File: src/rtl/hjs_pkg.sv
// ---------------------------------------------------------------------------
// hjs_pkg: shared definitions for the heat Jacobi stencil pass unit
// Register indexes, field widths, reset values and the per-item tag that
// travels with each result-producing cell through the arithmetic pipeline and result queue.
// ---------------------------------------------------------------------------
package hjs_pkg;

    // Default structural parameters.
    localparam int MAX_COLS_DEF    = 4096;
    localparam int MAX_ROWS_DEF    = 4096;
    localparam int VALUE_WIDTH_DEF = 32;

    // Fixed field widths.
    localparam int CNT_W      = 13;
    localparam int COEF_W     = 16;
    localparam int POS_OUT_W  = 12;
    localparam int CFG_IDX_W  = 2;
    localparam int CFG_DATA_W = 16;

    // Fixed-point format of the coefficients and the rounding bias.
    localparam int FRAC_BITS  = 16;
    localparam int ROUND_BIAS = 1 << (FRAC_BITS - 1);

    // Result queue depth, in cells.
    localparam int QUEUE_DEPTH = 8;

    // Register reset values: 1024 rows, 1024 columns, 0.125 and 0.11.
    localparam logic [CNT_W-1:0]  ROW_COUNT_RST = 13'd1024;
    localparam logic [CNT_W-1:0]  COL_COUNT_RST = 13'd1024;
    localparam logic [COEF_W-1:0] COEF_X_RST    = 16'd8192;
    localparam logic [COEF_W-1:0] COEF_Y_RST    = 16'd7209;

    // Configuration register indexes.
    typedef enum logic [CFG_IDX_W-1:0] {
        REG_ROW_COUNT = 2'd0,
        REG_COL_COUNT = 2'd1,
        REG_COEF_X    = 2'd2,
        REG_COEF_Y    = 2'd3
    } cfg_reg_t;

    // Per-cell control information carried alongside the data.
    typedef struct packed {
        logic                 has_update;  // emits the stencil result of the row above
        logic                 has_echo;    // last row: emits the cell itself as well
        logic                 border;      // updated cell lies on the grid border
        logic                 frame_last;  // very last cell of the frame
        logic [POS_OUT_W-1:0] row;         // row of the arriving cell
        logic [POS_OUT_W-1:0] col;         // column of the arriving cell
    } hjs_tag_t;

endpackage

File: src/rtl/hjs_result_queue.sv
// ---------------------------------------------------------------------------
// hjs_result_queue: result queue and output serialiser
// Holds one entry per cell that produces results. An entry yields the
// stencil update of the row above, the echo of a last-row cell, or both in
// that order, one output transaction each.
// ---------------------------------------------------------------------------
module hjs_result_queue
    import hjs_pkg::*;
#(
    parameter int VALUE_WIDTH = VALUE_WIDTH_DEF,
    parameter int DEPTH       = QUEUE_DEPTH
)
(
    input  logic                          clk,
    input  logic                          rst_n,
    input  logic                          push,
    input  logic signed [VALUE_WIDTH-1:0] push_update,
    input  logic signed [VALUE_WIDTH-1:0] push_echo,
    input  hjs_tag_t                      push_tag,
    output logic [$clog2(DEPTH+1)-1:0]    count,
    output logic                          out_valid,
    input  logic                          out_stall,
    output logic signed [VALUE_WIDTH-1:0] new_value,
    output logic [POS_OUT_W-1:0]          out_row,
    output logic [POS_OUT_W-1:0]          out_col,
    output logic                          last_of_item,
    output logic                          frame_end
);

    localparam int PTRW = $clog2(DEPTH);
    localparam int CW   = $clog2(DEPTH + 1);

    logic signed [VALUE_WIDTH-1:0] update_store_reg [DEPTH];
    logic signed [VALUE_WIDTH-1:0] echo_store_reg   [DEPTH];
    hjs_tag_t                      tag_store_reg    [DEPTH];

    logic [PTRW-1:0] wr_ptr_reg, rd_ptr_reg;
    logic [CW-1:0]   count_reg;
    logic            half_reg;        // update of the head entry already sent

    hjs_tag_t head_tag;
    logic     send_echo;
    logic     out_xfer;
    logic     pop;

    // Head entry decode: echo follows the update, or stands alone.
    always_comb
    begin
        head_tag     = tag_store_reg[rd_ptr_reg];
        send_echo    = half_reg || !head_tag.has_update;
        out_valid    = (count_reg != '0);
        new_value    = send_echo ? echo_store_reg[rd_ptr_reg] : update_store_reg[rd_ptr_reg];
        out_row      = send_echo ? head_tag.row : head_tag.row - POS_OUT_W'(1);
        out_col      = head_tag.col;
        last_of_item = send_echo || !head_tag.has_echo;
        frame_end    = send_echo && head_tag.frame_last;
        out_xfer     = out_valid && !out_stall;
        pop          = out_xfer && last_of_item;
    end

    // Entry storage.
    always_ff @(posedge clk)
    begin
        if (push)
        begin
            update_store_reg[wr_ptr_reg] <= push_update;
            echo_store_reg[wr_ptr_reg]   <= push_echo;
            tag_store_reg[wr_ptr_reg]    <= push_tag;
        end
    end

    // Pointers, fill count and the serialiser phase.
    always_ff @(posedge clk or negedge rst_n)
    begin
        if (!rst_n)
        begin
            wr_ptr_reg <= '0;
            rd_ptr_reg <= '0;
            count_reg  <= '0;
            half_reg   <= 1'b0;
        end
        else
        begin
            if (push)
            begin
                wr_ptr_reg <= (wr_ptr_reg == PTRW'(DEPTH - 1)) ? '0 : wr_ptr_reg + PTRW'(1);
            end
            if (pop)
            begin
                rd_ptr_reg <= (rd_ptr_reg == PTRW'(DEPTH - 1)) ? '0 : rd_ptr_reg + PTRW'(1);
            end
            if (push && !pop)
            begin
                count_reg <= count_reg + CW'(1);
            end
            else if (pop && !push)
            begin
                count_reg <= count_reg - CW'(1);
            end
            if (out_xfer)
            begin
                half_reg <= !last_of_item;
            end
        end
    end

    assign count = count_reg;

endmodule

File: config.mk
export PLATFORM = sky130hd
export DESIGN_NAME = hjs_result_queue
export DESIGN_NICKNAME = d
export VERILOG_FILES = /design/src/rtl/hjs_pkg.sv /design/src/rtl/hjs_result_queue.sv
export SDC_FILE = /design/constraint.sdc
export NUM_CORES = 1
export LEC_CHECK = 0
export BUFFER_PORTS_ARGS = -buffer_cell sky130_fd_sc_hd__buf_2
export CORE_UTILIZATION = 54
export CTS_BUF_LIST = sky130_fd_sc_hd__clkbuf_4 sky130_fd_sc_hd__clkbuf_8 sky130_fd_sc_hd__clkbuf_16
export CTS_CLUSTER_SIZE = 16
export DETAILED_ROUTE_END_ITERATION = 10
export PLACE_DENSITY = 0.72
export SYNTH_ARGS = -nofsm -noshare
export SYNTH_HDL_FRONTEND = slang
export SYNTH_SLANG_ARGS = --single-unit
File: constraint.sdc
create_clock -name clk -period 12 [get_ports clk]
set_input_delay 1.2 -clock clk [delete_from_list [all_inputs] [get_ports clk]]
set_output_delay 1.2 -clock clk [all_outputs]
set_load 0.01 [all_outputs]
Yosys cells after proc, flatten, opt, wreduce, memory -nomap -nowiden
Memories as Yosys holds them, arrays and structs flattened.
Cells that the tools add are included.
{ "op_classes": {"addsub": 5, "eq_ne": 2, "mux": 8, "reduce_logical": 15} }
{ "ops": {"columns": ["operator", "n"], "rows": [
  ["$mux 32", 1],
  ["$mux 12", 1],
  ["$sub 12x1->12 const B", 1],
  ["$mux 4", 2],
  ["$add 3x1->3 const B", 2],
  ["$eq 3x3->1 const B", 2],
  ["$logic_not 1->1", 6],
  ["$mux 3", 2],
  ["$logic_and 1x1->1", 5],
  ["$add 4x1->4 const B", 1],
  ["$reduce_bool 4->1", 1],
  ["$sub 4x1->4 const B", 1],
  ["$logic_or 1x1->1", 2],
  ["$mux 1", 2],
  ["$reduce_bool 2->1", 1]
]} }
{ "word_totals": {"regBits": 11, "ram_bits": 736, "out_inout_bits": 63, "wordCells": 37, "n_memories": 3} }
{ "memory_table": {"columns": ["memory", "words", "width", "rd", "rd_clocked_by_memory_dff", "write_ports", "line_no", "text"], "rows": [
  ["echo_store_reg", 8, 32, 1, 0, 1, "hjs_result_queue.sv:34", "logic signed [VALUE_WIDTH-1:0] echo_store_reg [DEPTH];"],
  ["update_store_reg", 8, 32, 1, 0, 1, "hjs_result_queue.sv:33", "logic signed [VALUE_WIDTH-1:0] update_store_reg [DEPTH];"],
  ["tag_store_reg", 8, 28, 1, 0, 1, "hjs_result_queue.sv:35", "hjs_tag_t tag_store_reg [DEPTH];"]
]} }

Longest topological paths before layout
An unclocked memory read counts as a cell.
{ "depth": {"ltp_word": 8, "ltp_mapped": 14, "mapped_depth_nobuf": 12} }

Worst setup path after synthesis
Ideal clock, no wire load.
{ "synth_timing": {"kind": "in2reg", "startpoint": "input port push", "endpoint": "memory echo_store_reg[2][0] (netlist bit), enable pin", "setup_ps": 652, "t_arrival_ps": 7449, "t_required_ps": 11348, "setup_slack_ps": 3899, "path_stages": 2, "path_buffers": 0, "cell_sequence": "nand2_1 -> nor3_1"} }
{ "synth_between": {"elab_chain_len": 2} }
{ "synth_rtl": {"columns": ["item", "line_no", "text"], "rows": [
  ["start: declaration", "hjs_result_queue.sv:16", "input logic push,"],
  ["$mux 1", "hjs_result_queue.sv:64", "if (push)"],
  ["$mux 1 (implied by the code)", "hjs_result_queue.sv:67", "echo_store_reg[wr_ptr_reg] <= push_echo;"],
  ["end: declaration", "hjs_result_queue.sv:34", null]
]} }
No other way between the ends.

Final worst setup path
{ "layout_timing": {"startpoint": "register rd_ptr_reg[0]", "endpoint": "output port out_row[9]"} }
{ "layout_between": {"elab_chain_len": 4, "elab_cells_between_ends": 5, "cone_classes": "add/sub (1); mux (1); reduce/logical (2); memory (1)"} }
{ "layout_rtl": {"columns": ["item", "line_no", "text"], "rows": [
  ["start: declaration", "hjs_result_queue.sv:37", "logic [PTRW-1:0] wr_ptr_reg, rd_ptr_reg;"],
  ["start signal: assignment", "hjs_result_queue.sv:90", "rd_ptr_reg <= (rd_ptr_reg == PTRW'(DEPTH - 1)) ? '0 : rd_ptr_reg + PTRW'(1);"],
  ["$mem_v2 8x28 (*)", null, null],
  ["branches (longest 2 deep; another with $sub 12x1->12)", null, null],
  ["$mux 12 (*)", "hjs_result_queue.sv:53", "out_row = send_echo ? head_tag.row : head_tag.row - POS_OUT_W'(1);"],
  ["end: declaration", "hjs_result_queue.sv:24", "output logic [POS_OUT_W-1:0] out_row,"]
]} }
Mark *: on every way between the ends.

==> run metrics <==
design area 32500 sq um; CP endpoint kind output port; number of clock buffers inserted by TritonCTS 76; VDD IR max approximately 0.00023 V; global-route wire length before repair approximately 84000 um; initial antenna violation count 11; Clk pin slew, worst setup/hold paths roughly 0.06 ns; Synth cell types 42; area post-placement 30100 sq um; Worst Skew 0.0203 ns; setup violators final 0; grt ovf 0; Layout area overhead 14.2%; CP startpoint rd_ptr_reg[0]; Max Fclk between 150 and 200 MHz; run status complete, no violations; area of the multi-input gates 6080 sq um; Layout Utilization 62.9%; Post-Syn Area 28500 sq um; GRT Total Usage 21.4%; Worst-Margin Slew around 1.1 ns; #FFs+latches synth about 740; Resized cells post-CTS 0; r2r setup slk between 6 and 7 ns; Worst Hold Class in -> async; 1st-iter DRT viols between 1000 and 1500; Total Routed Length roughly 56000 um; hold_buf cts 0; CP cell instances buf_12 -> buf_4 -> nor2_1 -> a221oi_1 -> nand3_1 -> nor4_2 -> xnor2_1 -> buf_2; Post-synth top flop edfxtp_1; Mapped Nets about 1400; Storage cell area 22100 sq um; RSZ-0062 raised after global routing false; FFs w/ async S/R, synth approximately 1.5%; syn_area_per_cell 22.5 sq um; crit path DAT approximately 5.0 ns; EDFF count, synth 728; Slew Viols, Final 0; fin crit share roughly half; share of post-route cells with drive strength above 1 around a third; DRC viols 0; Die Wd between 200 and 250 um; vias in the first global route approximately 14000; critical path required time approximately 11 ns; max_cap viols 0; max incr delay on CP 0.88 ns; CP endpoint out_row[9]; crit path launch type flop; Final nets ~1600; I/O Pins roughly 160; clock sinks around 740; root buf cell clkbuf_16; Initial Utilization ~55%; Finished Layout Cells approximately 2200; Antenna Nets Post-Route 0; most common library cell in the layout ignoring fill and taps edfxtp_1; worst reg2reg path depth 14; Worst slew margin approximately a quarter; core footprint between 50000 and 60000 sq um; fin crit period 6.22 ns; Sum Neg Setup Slack 0 ns; DR vias/cell ~6; Pleak ~11 nW; postcts setup bufs 0; CP max stage cell dfrtp_4; Final Hold Fails 0; Final Wtd Congestion approximately 0.74; Die Footprint 53700 sq um; worst skew pair latency between 0.6 and 0.7 ns; critical path class reg -> out; fillers roughly 3400; Clock Path Buffers 3; drt wl/cell between 20 and 30 um; Rows 83; placed cell count 2063; most frequent cells in the layout 728 x edfxtp_1, 172 x mux4_2, 157 x buf_2; reg2reg start rd_ptr_reg[0]; CTS tree yes; post-DP HPWL around 28000 um; largest net degree at the start of global routing 103; Pre-Repair DR Iteration Count 5; register area share after synthesis between 70% and 80%; Syn. warnings 0; Power, Total between 8 and 9 mW; input/output buffers roughly 160; power density over the cells roughly 250 nW/um^2; H-tree Lvls 3; Die Y-Extent 232 um; CP Max Fanout around 100; vias between 10000 and 15000; Syn Inst Count approximately 1300; R2R Path End count[3]
## how the worst min path moves through the flow
stage                  start       end  slack, ns  cells after the start
floorplan           count[3]  count[3]       0.52                      1
global placement    count[3]  count[3]       0.48                      1
detailed placement  count[3]  count[3]       0.50                      1
CTS                    rst_n  count[3]       0.42                      1
global route           rst_n  count[3]       0.45                      1
finish                 rst_n  count[3]       0.45                      1
## cell usage after synthesis (2+ instances only)
| cell | instances | area share [%] |
|---|---|---|
| nor3_1 | 5 | 0.088 |
| nand2b_1 | 4 | 0.088 |
| edfxtp_1 | 728 | 77 |
| buf_6 | 2 | 0.079 |
| nand3_1 | 2 | 0.035 |
| mux4_2 | 172 | 14 |
| dfrtp_1 | 11 | 0.97 |
| mux2i_1 | 11 | 0.39 |
| buf_4 | 3 | 0.079 |
| nand4_1 | 2 | 0.044 |
| nor2b_1 | 35 | 0.77 |
| o21ai_0 | 3 | 0.053 |
| a211oi_1 | 32 | 0.84 |
| buf_2 | 36 | 0.63 |
| a31oi_1 | 32 | 0.70 |
| nand2_1 | 74 | 0.97 |
| xor2_1 | 2 | 0.061 |
| mux2i_2 | 5 | 0.24 |
| mux4_1 | 10 | 0.92 |
| buf_1 | 4 | 0.053 |
| clkbuf_1 | 20 | 0.26 |
| ha_1 | 8 | 0.35 |
| xnor2_1 | 13 | 0.40 |
| nor4_2 | 2 | 0.088 |
| nor2_1 | 14 | 0.18 |
| inv_1 | 3 | 0.040 |
| mux2_2 | 19 | 0.75 |
| nor3b_1 | 2 | 0.053 |
## routing by layer
metal	wire, um	GRT usage [%]
met5	80	0
met4	1100	6.85
met3	3430	4.38
met2	28600	35.5
met1	22500	28.6
## layout make-up
class | instances | area share, %
tap | 680 | 2.61
antenna | 5 | 0.0384
clock buffer | 92 | 6.21
inverter | 3 | 0.0346
multi-input combinational | 460 | 18.7
clock inverter | 46 | 1.36
timing repair buffer | 181 | 3.01
sequential | 739 | 68.0
## cell families after synthesis
family	synth area share, %
and+or+nand+nor	2.49
xor gates and xnor gates	0.461
adders and majority gates	0.422
AOI/OAI and AO/OA	1.75
DFF	77.7
muxes	16.0
buffers and inverters	1.22
## metrics by stage
stage / worst slack, ns / hold WS (ns)
final: 5.78 / 0.447
after global routing: 5.23 / 0.445
after CTS: 5.56 / 0.420
after detailed placement: 6.25 / 0.501
after global placement: 6.30 / 0.482
after floorplan: 3.90 / 0.523
## where the power goes
| part | internal (mW) | total, mW | leakage, nW | switching, mW |
|---|---|---|---|---|
| logic | 1.09 | 2.42 | 2.61 | 1.33 |
| clock network | 1.34 | 2.31 | 1.23 | 0.967 |
| registers | 3.24 | 3.45 | 6.74 | 0.209 |
## critical path: cells and delay by family (launching register included)
kind                   cells  cell delay, ns
XOR/XNOR                   1            0.15
flip-flops                 1            0.88
AO/OA/AOI/OAI              1            0.73
AND/OR/NAND/NOR            3            0.80
buffers and inverters      3            1.64
(Power assumes the default switching activity.)
