--- src/rtl/hjs_pkg.sv ---
// ---------------------------------------------------------------------------
// hjs_pkg: shared definitions for the heat Jacobi stencil pass unit
// Register indexes, field widths, reset values and the per-item tag that
// travels with each result-producing cell through the arithmetic pipeline and result queue.
// ---------------------------------------------------------------------------
package hjs_pkg;

    // Default structural parameters.
    localparam int MAX_COLS_DEF    = 4096;
    localparam int MAX_ROWS_DEF    = 4096;
    localparam int VALUE_WIDTH_DEF = 32;

    // Fixed field widths.
    localparam int CNT_W      = 13;
    localparam int COEF_W     = 16;
    localparam int POS_OUT_W  = 12;
    localparam int CFG_IDX_W  = 2;
    localparam int CFG_DATA_W = 16;

    // Fixed-point format of the coefficients and the rounding bias.
    localparam int FRAC_BITS  = 16;
    localparam int ROUND_BIAS = 1 << (FRAC_BITS - 1);

    // Result queue depth, in cells.
    localparam int QUEUE_DEPTH = 8;

    // Register reset values: 1024 rows, 1024 columns, 0.125 and 0.11.
    localparam logic [CNT_W-1:0]  ROW_COUNT_RST = 13'd1024;
    localparam logic [CNT_W-1:0]  COL_COUNT_RST = 13'd1024;
    localparam logic [COEF_W-1:0] COEF_X_RST    = 16'd8192;
    localparam logic [COEF_W-1:0] COEF_Y_RST    = 16'd7209;

    // Configuration register indexes.
    typedef enum logic [CFG_IDX_W-1:0] {
        REG_ROW_COUNT = 2'd0,
        REG_COL_COUNT = 2'd1,
        REG_COEF_X    = 2'd2,
        REG_COEF_Y    = 2'd3
    } cfg_reg_t;

    // Per-cell control information carried alongside the data.
    typedef struct packed {
        logic                 has_update;  // emits the stencil result of the row above
        logic                 has_echo;    // last row: emits the cell itself as well
        logic                 border;      // updated cell lies on the grid border
        logic                 frame_last;  // very last cell of the frame
        logic [POS_OUT_W-1:0] row;         // row of the arriving cell
        logic [POS_OUT_W-1:0] col;         // column of the arriving cell
    } hjs_tag_t;

endpackage

--- src/rtl/hjs_stencil_pipe.sv ---
// ---------------------------------------------------------------------------
// hjs_stencil_pipe: three-stage five-point stencil arithmetic
// Stage A captures the neighbourhood, stage B forms the two second
// differences, stage C holds the two coefficient products. The final sum,
// rounding and saturation are combinational after stage C.
// ---------------------------------------------------------------------------
module hjs_stencil_pipe
    import hjs_pkg::*;
#(
    parameter int VALUE_WIDTH = VALUE_WIDTH_DEF
)
(
    input  logic                          clk,
    input  logic                          rst_n,
    input  logic                          in_valid,
    input  logic        [COEF_W-1:0]      coef_x,
    input  logic        [COEF_W-1:0]      coef_y,
    input  logic signed [VALUE_WIDTH-1:0] center_val,
    input  logic signed [VALUE_WIDTH-1:0] up_val,
    input  logic signed [VALUE_WIDTH-1:0] down_val,
    input  logic signed [VALUE_WIDTH-1:0] left_val,
    input  logic signed [VALUE_WIDTH-1:0] right_val,
    input  hjs_tag_t                      tag_in,
    output logic [1:0]                    busy,
    output logic                          out_valid,
    output logic signed [VALUE_WIDTH-1:0] result,
    output logic signed [VALUE_WIDTH-1:0] pass_value,
    output hjs_tag_t                      tag_out
);

    localparam int VW  = VALUE_WIDTH;
    localparam int LW  = VW + 2;             // second difference
    localparam int PRW = LW + COEF_W + 1;    // coefficient product
    localparam int ACW = PRW + 2;            // accumulated sum
    localparam int QW  = ACW - FRAC_BITS;    // sum after the fraction is dropped

    // Stage A: captured neighbourhood.
    logic                 vld_a_reg;
    logic signed [VW-1:0] c_a_reg, u_a_reg, d_a_reg, l_a_reg, r_a_reg;
    hjs_tag_t             tag_a_reg;

    // Stage B: second differences.
    logic                 vld_b_reg;
    logic signed [VW-1:0] c_b_reg, d_b_reg;
    logic signed [LW-1:0] lapx_b_reg, lapy_b_reg;
    hjs_tag_t             tag_b_reg;

    // Stage C: coefficient products.
    logic                  vld_c_reg;
    logic signed [VW-1:0]  c_c_reg, d_c_reg;
    logic signed [PRW-1:0] px_c_reg, py_c_reg;
    hjs_tag_t              tag_c_reg;

    logic signed [LW-1:0]  lapx_next, lapy_next;
    logic signed [PRW-1:0] px_next, py_next;
    logic signed [ACW-1:0] acc;
    logic        [QW-1:0]  quot;
    logic        [QW-VW:0] quot_top;
    logic signed [VW-1:0]  sat_val;

    // Second differences: down + up - 2 centre and right + left - 2 centre.
    always_comb
    begin
        lapx_next = LW'(d_a_reg) + LW'(u_a_reg) - (LW'(c_a_reg) <<< 1);
        lapy_next = LW'(r_a_reg) + LW'(l_a_reg) - (LW'(c_a_reg) <<< 1);
    end

    // Coefficients are unsigned Q0.16, widened with a zero sign bit.
    always_comb
    begin
        px_next = PRW'(lapx_b_reg) * PRW'($signed({1'b0, coef_x}));
        py_next = PRW'(lapy_b_reg) * PRW'($signed({1'b0, coef_y}));
    end

    // Sum at scale 2^16, round to nearest with ties upward, then saturate.
    always_comb
    begin
        acc = (ACW'(c_c_reg) <<< FRAC_BITS) + ACW'(px_c_reg) + ACW'(py_c_reg)
              + ACW'(ROUND_BIAS);
        quot     = acc[ACW-1:FRAC_BITS];
        quot_top = quot[QW-1:VW-1];
        if (quot[QW-1] && !(&quot_top))
        begin
            sat_val = {1'b1, {(VW-1){1'b0}}};
        end
        else if (!quot[QW-1] && (|quot_top))
        begin
            sat_val = {1'b0, {(VW-1){1'b1}}};
        end
        else
        begin
            sat_val = quot[VW-1:0];
        end
    end

    // Stage valid bits.
    always_ff @(posedge clk or negedge rst_n)
    begin
        if (!rst_n)
        begin
            vld_a_reg <= 1'b0;
            vld_b_reg <= 1'b0;
            vld_c_reg <= 1'b0;
        end
        else
        begin
            vld_a_reg <= in_valid;
            vld_b_reg <= vld_a_reg;
            vld_c_reg <= vld_b_reg;
        end
    end

    // Stage data; the pipeline never stalls, the queue absorbs back-pressure.
    always_ff @(posedge clk)
    begin
        c_a_reg    <= center_val;
        u_a_reg    <= up_val;
        d_a_reg    <= down_val;
        l_a_reg    <= left_val;
        r_a_reg    <= right_val;
        tag_a_reg  <= tag_in;

        c_b_reg    <= c_a_reg;
        d_b_reg    <= d_a_reg;
        lapx_b_reg <= lapx_next;
        lapy_b_reg <= lapy_next;
        tag_b_reg  <= tag_a_reg;

        c_c_reg    <= c_b_reg;
        d_c_reg    <= d_b_reg;
        px_c_reg   <= px_next;
        py_c_reg   <= py_next;
        tag_c_reg  <= tag_b_reg;
    end

    // Border cells keep their value.
    assign result     = tag_c_reg.border ? c_c_reg : sat_val;
    assign pass_value = d_c_reg;
    assign tag_out    = tag_c_reg;
    assign out_valid  = vld_c_reg;
    assign busy       = {1'b0, vld_a_reg} + {1'b0, vld_b_reg} + {1'b0, vld_c_reg};

endmodule

--- config.mk ---
export PLATFORM = sky130hd
export DESIGN_NAME = hjs_stencil_pipe
export DESIGN_NICKNAME = d
export VERILOG_FILES = /design/src/rtl/hjs_pkg.sv /design/src/rtl/hjs_stencil_pipe.sv
export SDC_FILE = /design/constraint.sdc
export NUM_CORES = 2
export LEC_CHECK = 0
export BUFFER_PORTS_ARGS = -buffer_cell sky130_fd_sc_hd__buf_4
export CORE_MARGIN = 2
export CORE_UTILIZATION = 64
export DETAILED_ROUTE_END_ITERATION = 6
export HOLD_SLACK_MARGIN = 0.02
export PLACE_DENSITY = 0.83
export SLEW_MARGIN = 20
export SYNTH_ARGS = -nofsm -noshare
export SYNTH_HDL_FRONTEND = slang
export SYNTH_SLANG_ARGS = --single-unit
--- constraint.sdc ---
create_clock -name clk -period 7.4 [get_ports clk]
set_input_delay 0.74 -clock clk [delete_from_list [all_inputs] [get_ports clk]]
set_output_delay 0.74 -clock clk [all_outputs]
set_load 0.05 [all_outputs]
Word level (Yosys, flattened, before mapping)
Cells that the tools add are included.
{"block": "word_totals", "register_bits": 545, "in_bits": 223}
{"block": "classes", "mul": 2, "n_reduce_logical": 6, "muxes": 3, "add_sub_neg": 9}
{"operator": "34-bit by 17-bit multiplier with 51-bit output", "n": 2}
{"operator": "32-bit 2-to-1 mux", "n": 3}
{"operator": "33-bit by 33-bit subtractor with 34-bit output", "n": 2}
{"operator": "32-bit by 32-bit adder with 33-bit output", "n": 2}
{"operator": "52-bit by 51-bit adder with 53-bit output", "n": 1}
{"operator": "53-bit by 17-bit adder with 53-bit output (second input constant)", "n": 1}
{"operator": "48-bit by 51-bit adder with 52-bit output", "n": 1}
{"operator": "6-bit AND reduction", "n": 1}
{"operator": "6-bit OR reduction", "n": 1}
{"operator": "1-bit by 1-bit adder with 2-bit output", "n": 1}
{"operator": "2-bit by 1-bit adder with 2-bit output", "n": 1}
{"operator": "1-bit logical AND", "n": 2}
{"operator": "1-bit zero test", "n": 2}

Logic depth before layout (Yosys ltp)
{"block": "depth", "ltp_word": 8, "ltp_mapped": 27, "ltp_nobuf": 25}

Least setup slack after synthesis
Ideal clock, no wire load.
{"block": "synth_path", "path_kind": "input-to-reg", "from": "input port coef_y[2]", "to": "register py_c_reg[47]", "arrival_time_ns": 6.939, "required_time_ns": 7.338, "path_buffers": 2, "setup_time_ns": 0.062, "setup_slack_ns": 0.399, "cell_stages": 24, "path_cell_list": "clkbuf_1 -> clkbuf_1 -> nand2_1 -> fa_1 -> fa_1 -> fa_1 -> fa_1 -> inv_1 -> fa_1 -> inv_1 -> fa_1 -> inv_1 -> ha_1 -> and3_1 -> nand3_1 -> nor3b_1 -> or2_2 -> o41ai_4 -> o21ai_1 -> nand4_1 -> a211oi_1 -> nor3_1 -> or4b_2 -> nand3_1"}
{"block": "synth_via", "elab_chain_len": 1}
{"element": "start: declaration", "line": "hjs_stencil_pipe.sv:17", "rtl": "input logic [COEF_W-1:0] coef_y,"}
{"element": "34-bit by 17-bit multiplier with 51-bit output", "line": "hjs_stencil_pipe.sv:72", "rtl": "py_next = PRW'(lapy_b_reg) * PRW'($signed({1'b0, coef_y}));"}
{"element": "via py_next[47]", "line": "hjs_stencil_pipe.sv:55", "rtl": "logic signed [PRW-1:0] px_next, py_next;"}
{"element": "end signal: assignment", "line": "hjs_stencil_pipe.sv:132", "rtl": "py_c_reg <= py_next;"}
{"element": "end: declaration", "line": "hjs_stencil_pipe.sv:51", "rtl": "logic signed [PRW-1:0] px_c_reg, py_c_reg;"}
The timed path passes the listed nets, and every way through them passes these cells.

Worst setup path in the final report
{"block": "layout_path", "from": "register lapx_b_reg[8]", "to": "register px_c_reg[50]"}
{"block": "layout_via", "elab_chain_len": 1}
{"element": "start: declaration", "line": "hjs_stencil_pipe.sv:45", "rtl": "logic signed [LW-1:0] lapx_b_reg, lapy_b_reg;"}
{"element": "start signal: assignment", "line": "hjs_stencil_pipe.sv:125", "rtl": "lapx_b_reg <= lapx_next;"}
{"element": "34-bit by 17-bit multiplier with 51-bit output", "line": "hjs_stencil_pipe.sv:71", "rtl": "px_next = PRW'(lapx_b_reg) * PRW'($signed({1'b0, coef_x}));"}
{"element": "via px_next[50]", "line": "hjs_stencil_pipe.sv:55"}
{"element": "end signal: assignment", "line": "hjs_stencil_pipe.sv:131", "rtl": "px_c_reg <= px_next;"}
{"element": "end: declaration", "line": "hjs_stencil_pipe.sv:51"}
The timed path passes the listed nets, and every way through them passes these cells.

==> flow_metrics.py <==
metrics = {
    "synthesis": {
        "synth_cells": 6122,
        "synth-seq-cells": 545,
        "netlist_area_sq_um": 57900,
        "ys_seq_area_frac": 0.1887,
        "async_flop_share": 0.005505,
        "synth_edf_count": 0,
        "syn-num-nets": 7852,
        "ys.flop_type": "dfxtp_1",
        "synth.avg_cell_area_sq_um": 9.457,
        "synth_warnings": 0,
        "synth.distinct_cells": 83,
    },
    "clocking": {
        "clock_latency_ns": 0.70,
        "clkTransAtPathRegs_ns": 0.07,
        "clock_sinks": 545,
        "root_buffer": "clkbuf_16",
        "cts_buffer_depth": 3,
        "post_cts_buffers": 0,
        "cts-buffers-inserted": 57,
        "cts_tree": "done",
        "cts_htree_levels": 2,
    },
    "sta": {
        "setup_violations": 0,
        "fin_crit_ns": 7.088,
        "worst_pin_slew_ns": 0.9719,
        "max-slew-margin-rel": 0.3501,
        "fin_crit_sh": 0.9578,
        "skew_ns": 0.06118,
        "finalHoldViolCount": 0,
        "fmax_mhz": 141.1,
        "drv_slew": 0,
    },
    "floorplan": {
        "start_util": 0.6442,
        "die_h_um": 304.8,
        "core-area_sq_um": 89870,
        "dieArea_sq_um": 92890,
        "io_pins": 318,
        "die_width_um": 304.8,
        "num_rows": 110,
    },
    "worst_setup_path": {
        "worst_setup_path_start_kind": "register",
        "crit_required_ns": 7.98,
        "worstPathArrival_ns": 7.67,
        "worstPathMaxFanout": 9,
        "cp-end-kind": "register",
        "critical_path_class": "register to register",
    },
    "placement": {
        "place_area_sq_um": 61970,
        "io_buffers": 317,
        "dp_hpwl_um": 124000,
        "gp_congestion": 0.9440,
    },
    "global_route": {
        "grt_max_degree": 65,
        "overflow": 0,
        "grt_pass1_wl_um": 242700,
        "antenna_found_initial": 12,
        "grt_pass1_vias": 46390,
        "track_usage": 0.3388,
    },
    "routing": {
        "drt_iter0_markers": 3313,
        "wirelength_um": 152100,
        "num_vias": 42650,
        "wl_per_cell_um": 19.89,
        "postRouteAntennaNets": 0,
        "drc": 0,
        "routed_via_density": 5.575,
        "drtPass1Iterations": 7,
    },
    "finish": {
        "fill_cells": 6398,
        "synthToLayoutAreaGrowth_pct": 10.76,
        "fin_area_sq_um": 64130,
        "nets": 8155,
        "final_core_util": 0.7135,
        "final_layout_size_suffix_gt1_frac": 0.09038,
    },
    "flow_run": {
        "maxCapViolCount": 0,
    },
    "run_status": {
        "status": "finished clean",
    },
    "hold_path": {
        "hp-class": "input port to register",
    },
}
## Yosys cell counts (91+ instances only)
cell type | number | area share
fa_1 | 1134 | 0.39
ha_1 | 373 | 0.081
clkbuf_1 | 197 | 0.013
and2_1 | 414 | 0.045
a21oi_1 | 202 | 0.017
nor2_1 | 92 | 0.0060
a21o_1 | 102 | 0.013
nand2_1 | 806 | 0.052
o21ai_0 | 91 | 0.0079
xnor2_1 | 132 | 0.020
dfxtp_1 | 542 | 0.19
inv_1 | 1536 | 0.10
## per-layer routing
layer	global-route usage	up-vias	wire, um
met2	0.5570	2031	72310
met1	0.4196	21190	56480
met3	0.06432	600	12960
met4	0.2000	10	10330
met5	0	-	65
li1	-	18820	-
## stage by stage
stage               hold slack (ns)  worst slack [ns]  setup TNS, ns  instances
floorplan                    0.3096            0.3990              0       6122
global placement             0.3096            0.1535              0       7541
detailed placement           0.3121          0.005657              0       7541
CTS                         0.09877            0.3735              0       7649
global route                 0.1137          -0.01468       -0.01468       7649
finish                       0.1326            0.3121              0       7650
## worst paths after layout
path	to	slack [ns]	start	cells after the start
max in group asynchronous	vld_a_reg$_DFF_PN0_	6.93	rst_n	2
hold / removal	r_a_reg[13]$_DFF_P_	0.13	right_val[13]	1
setup / recovery	px_c_reg[50]$_DFF_P_	0.31	lapx_b_reg[8]$_DFF_P_	24
setup reg to reg	px_c_reg[50]$_DFF_P_	0.31	lapx_b_reg[8]$_DFF_P_	24
hold reg to reg	c_c_reg[29]$_DFF_P_	0.29	c_b_reg[29]$_DFF_P_	0
min in group asynchronous	out_valid$_DFF_PN0_	0.38	rst_n	2
## placed cells by master, fill, tap and decap left out, types with 7 or more instances in the layout
cell       netlist  final
o21ai_0         91     91
o21bai_1        27     27
fa_1          1134   1134
buf_4            0    446
nor2_1          92     92
or2_2            7      7
a21boi_0         9      9
a21oi_1        202    202
dfxtp_1        542    538
nor3_1          35     35
nand3_1         38     38
o21a_1          23     23
o211ai_1        12     12
clkbuf_1       197     10
nand4_1         26     26
xnor2_1        132    132
and3_1          26     26
nor4_1           7      7
inv_1         1536   1536
nor2b_1         23     23
and2_1         414    414
a21o_1         102    102
ha_1           373    373
clkbuf_16        0     58
bufinv_16        0     12
nand2b_1        24     24
or3_1           11     11
a32oi_1         26     26
xor2_1          46     46
a211oi_1         9      8
nand2_1        806    806
o31ai_1         10     10
a31oi_1         18     18
## timing repair
action | in CTS | in global routing
hold buffers | 1 | 0
endpoints found under the setup margin | 0 | 3
resized for setup | 0 | 5
hold endpoints to repair | 3 | 0
## kinds of logic after synthesis
logic type / count (synthesis) / synth area share
AO/OA/AOI/OAI: 618 / 0.07203
multiplexers: 1 / 0.0001945
buffers and inverters: 1741 / 0.1133
adder cells (fa/ha/maj): 1507 / 0.4727
AND/OR/NAND/NOR: 1532 / 0.1262
flip-flops: 545 / 0.1887
XOR/XNOR: 178 / 0.02693
## layout make-up
| cell class | instances | area (sq um) | area share |
|---|---|---|---|
| multi-input cells | 3836 | 40420 | 0.6303 |
| inverters | 1536 | 5766 | 0.08991 |
| repair buffers | 449 | 3398 | 0.05299 |
| flip-flops and latches | 545 | 10930 | 0.1704 |
| clock inverters | 33 | 566.8 | 0.008839 |
| clock buffers | 74 | 1572 | 0.02451 |
| diodes | 1 | 2.502 | 0.00003902 |
| well taps | 1176 | 1471 | 0.02294 |
## worst max-delay path, stage by stage (launching register included)
cell and delay, ns:
dfxtp_1 0.64, buf_4 0.27, nand2_1 0.09, fa_1 0.54, inv_1 0.05, fa_1 0.56, fa_1 0.46, fa_1 0.49
fa_1 0.50, inv_1 0.05, fa_1 0.51, inv_1 0.05, ha_1 0.28, buf_4 0.15, a21oi_1 0.11, o21a_1 0.16
nor3_1 0.06, a2111oi_1 0.54, a211oi_2 0.22, o21ai_0 0.31, a21oi_1 0.15, o21ai_0 0.34, o21ai_0 0.15, a21oi_1 0.20
xnor2_1 0.15
Power is not shown: default switching activity piles up to over one toggle a cycle in this logic, so the estimate is an artifact.
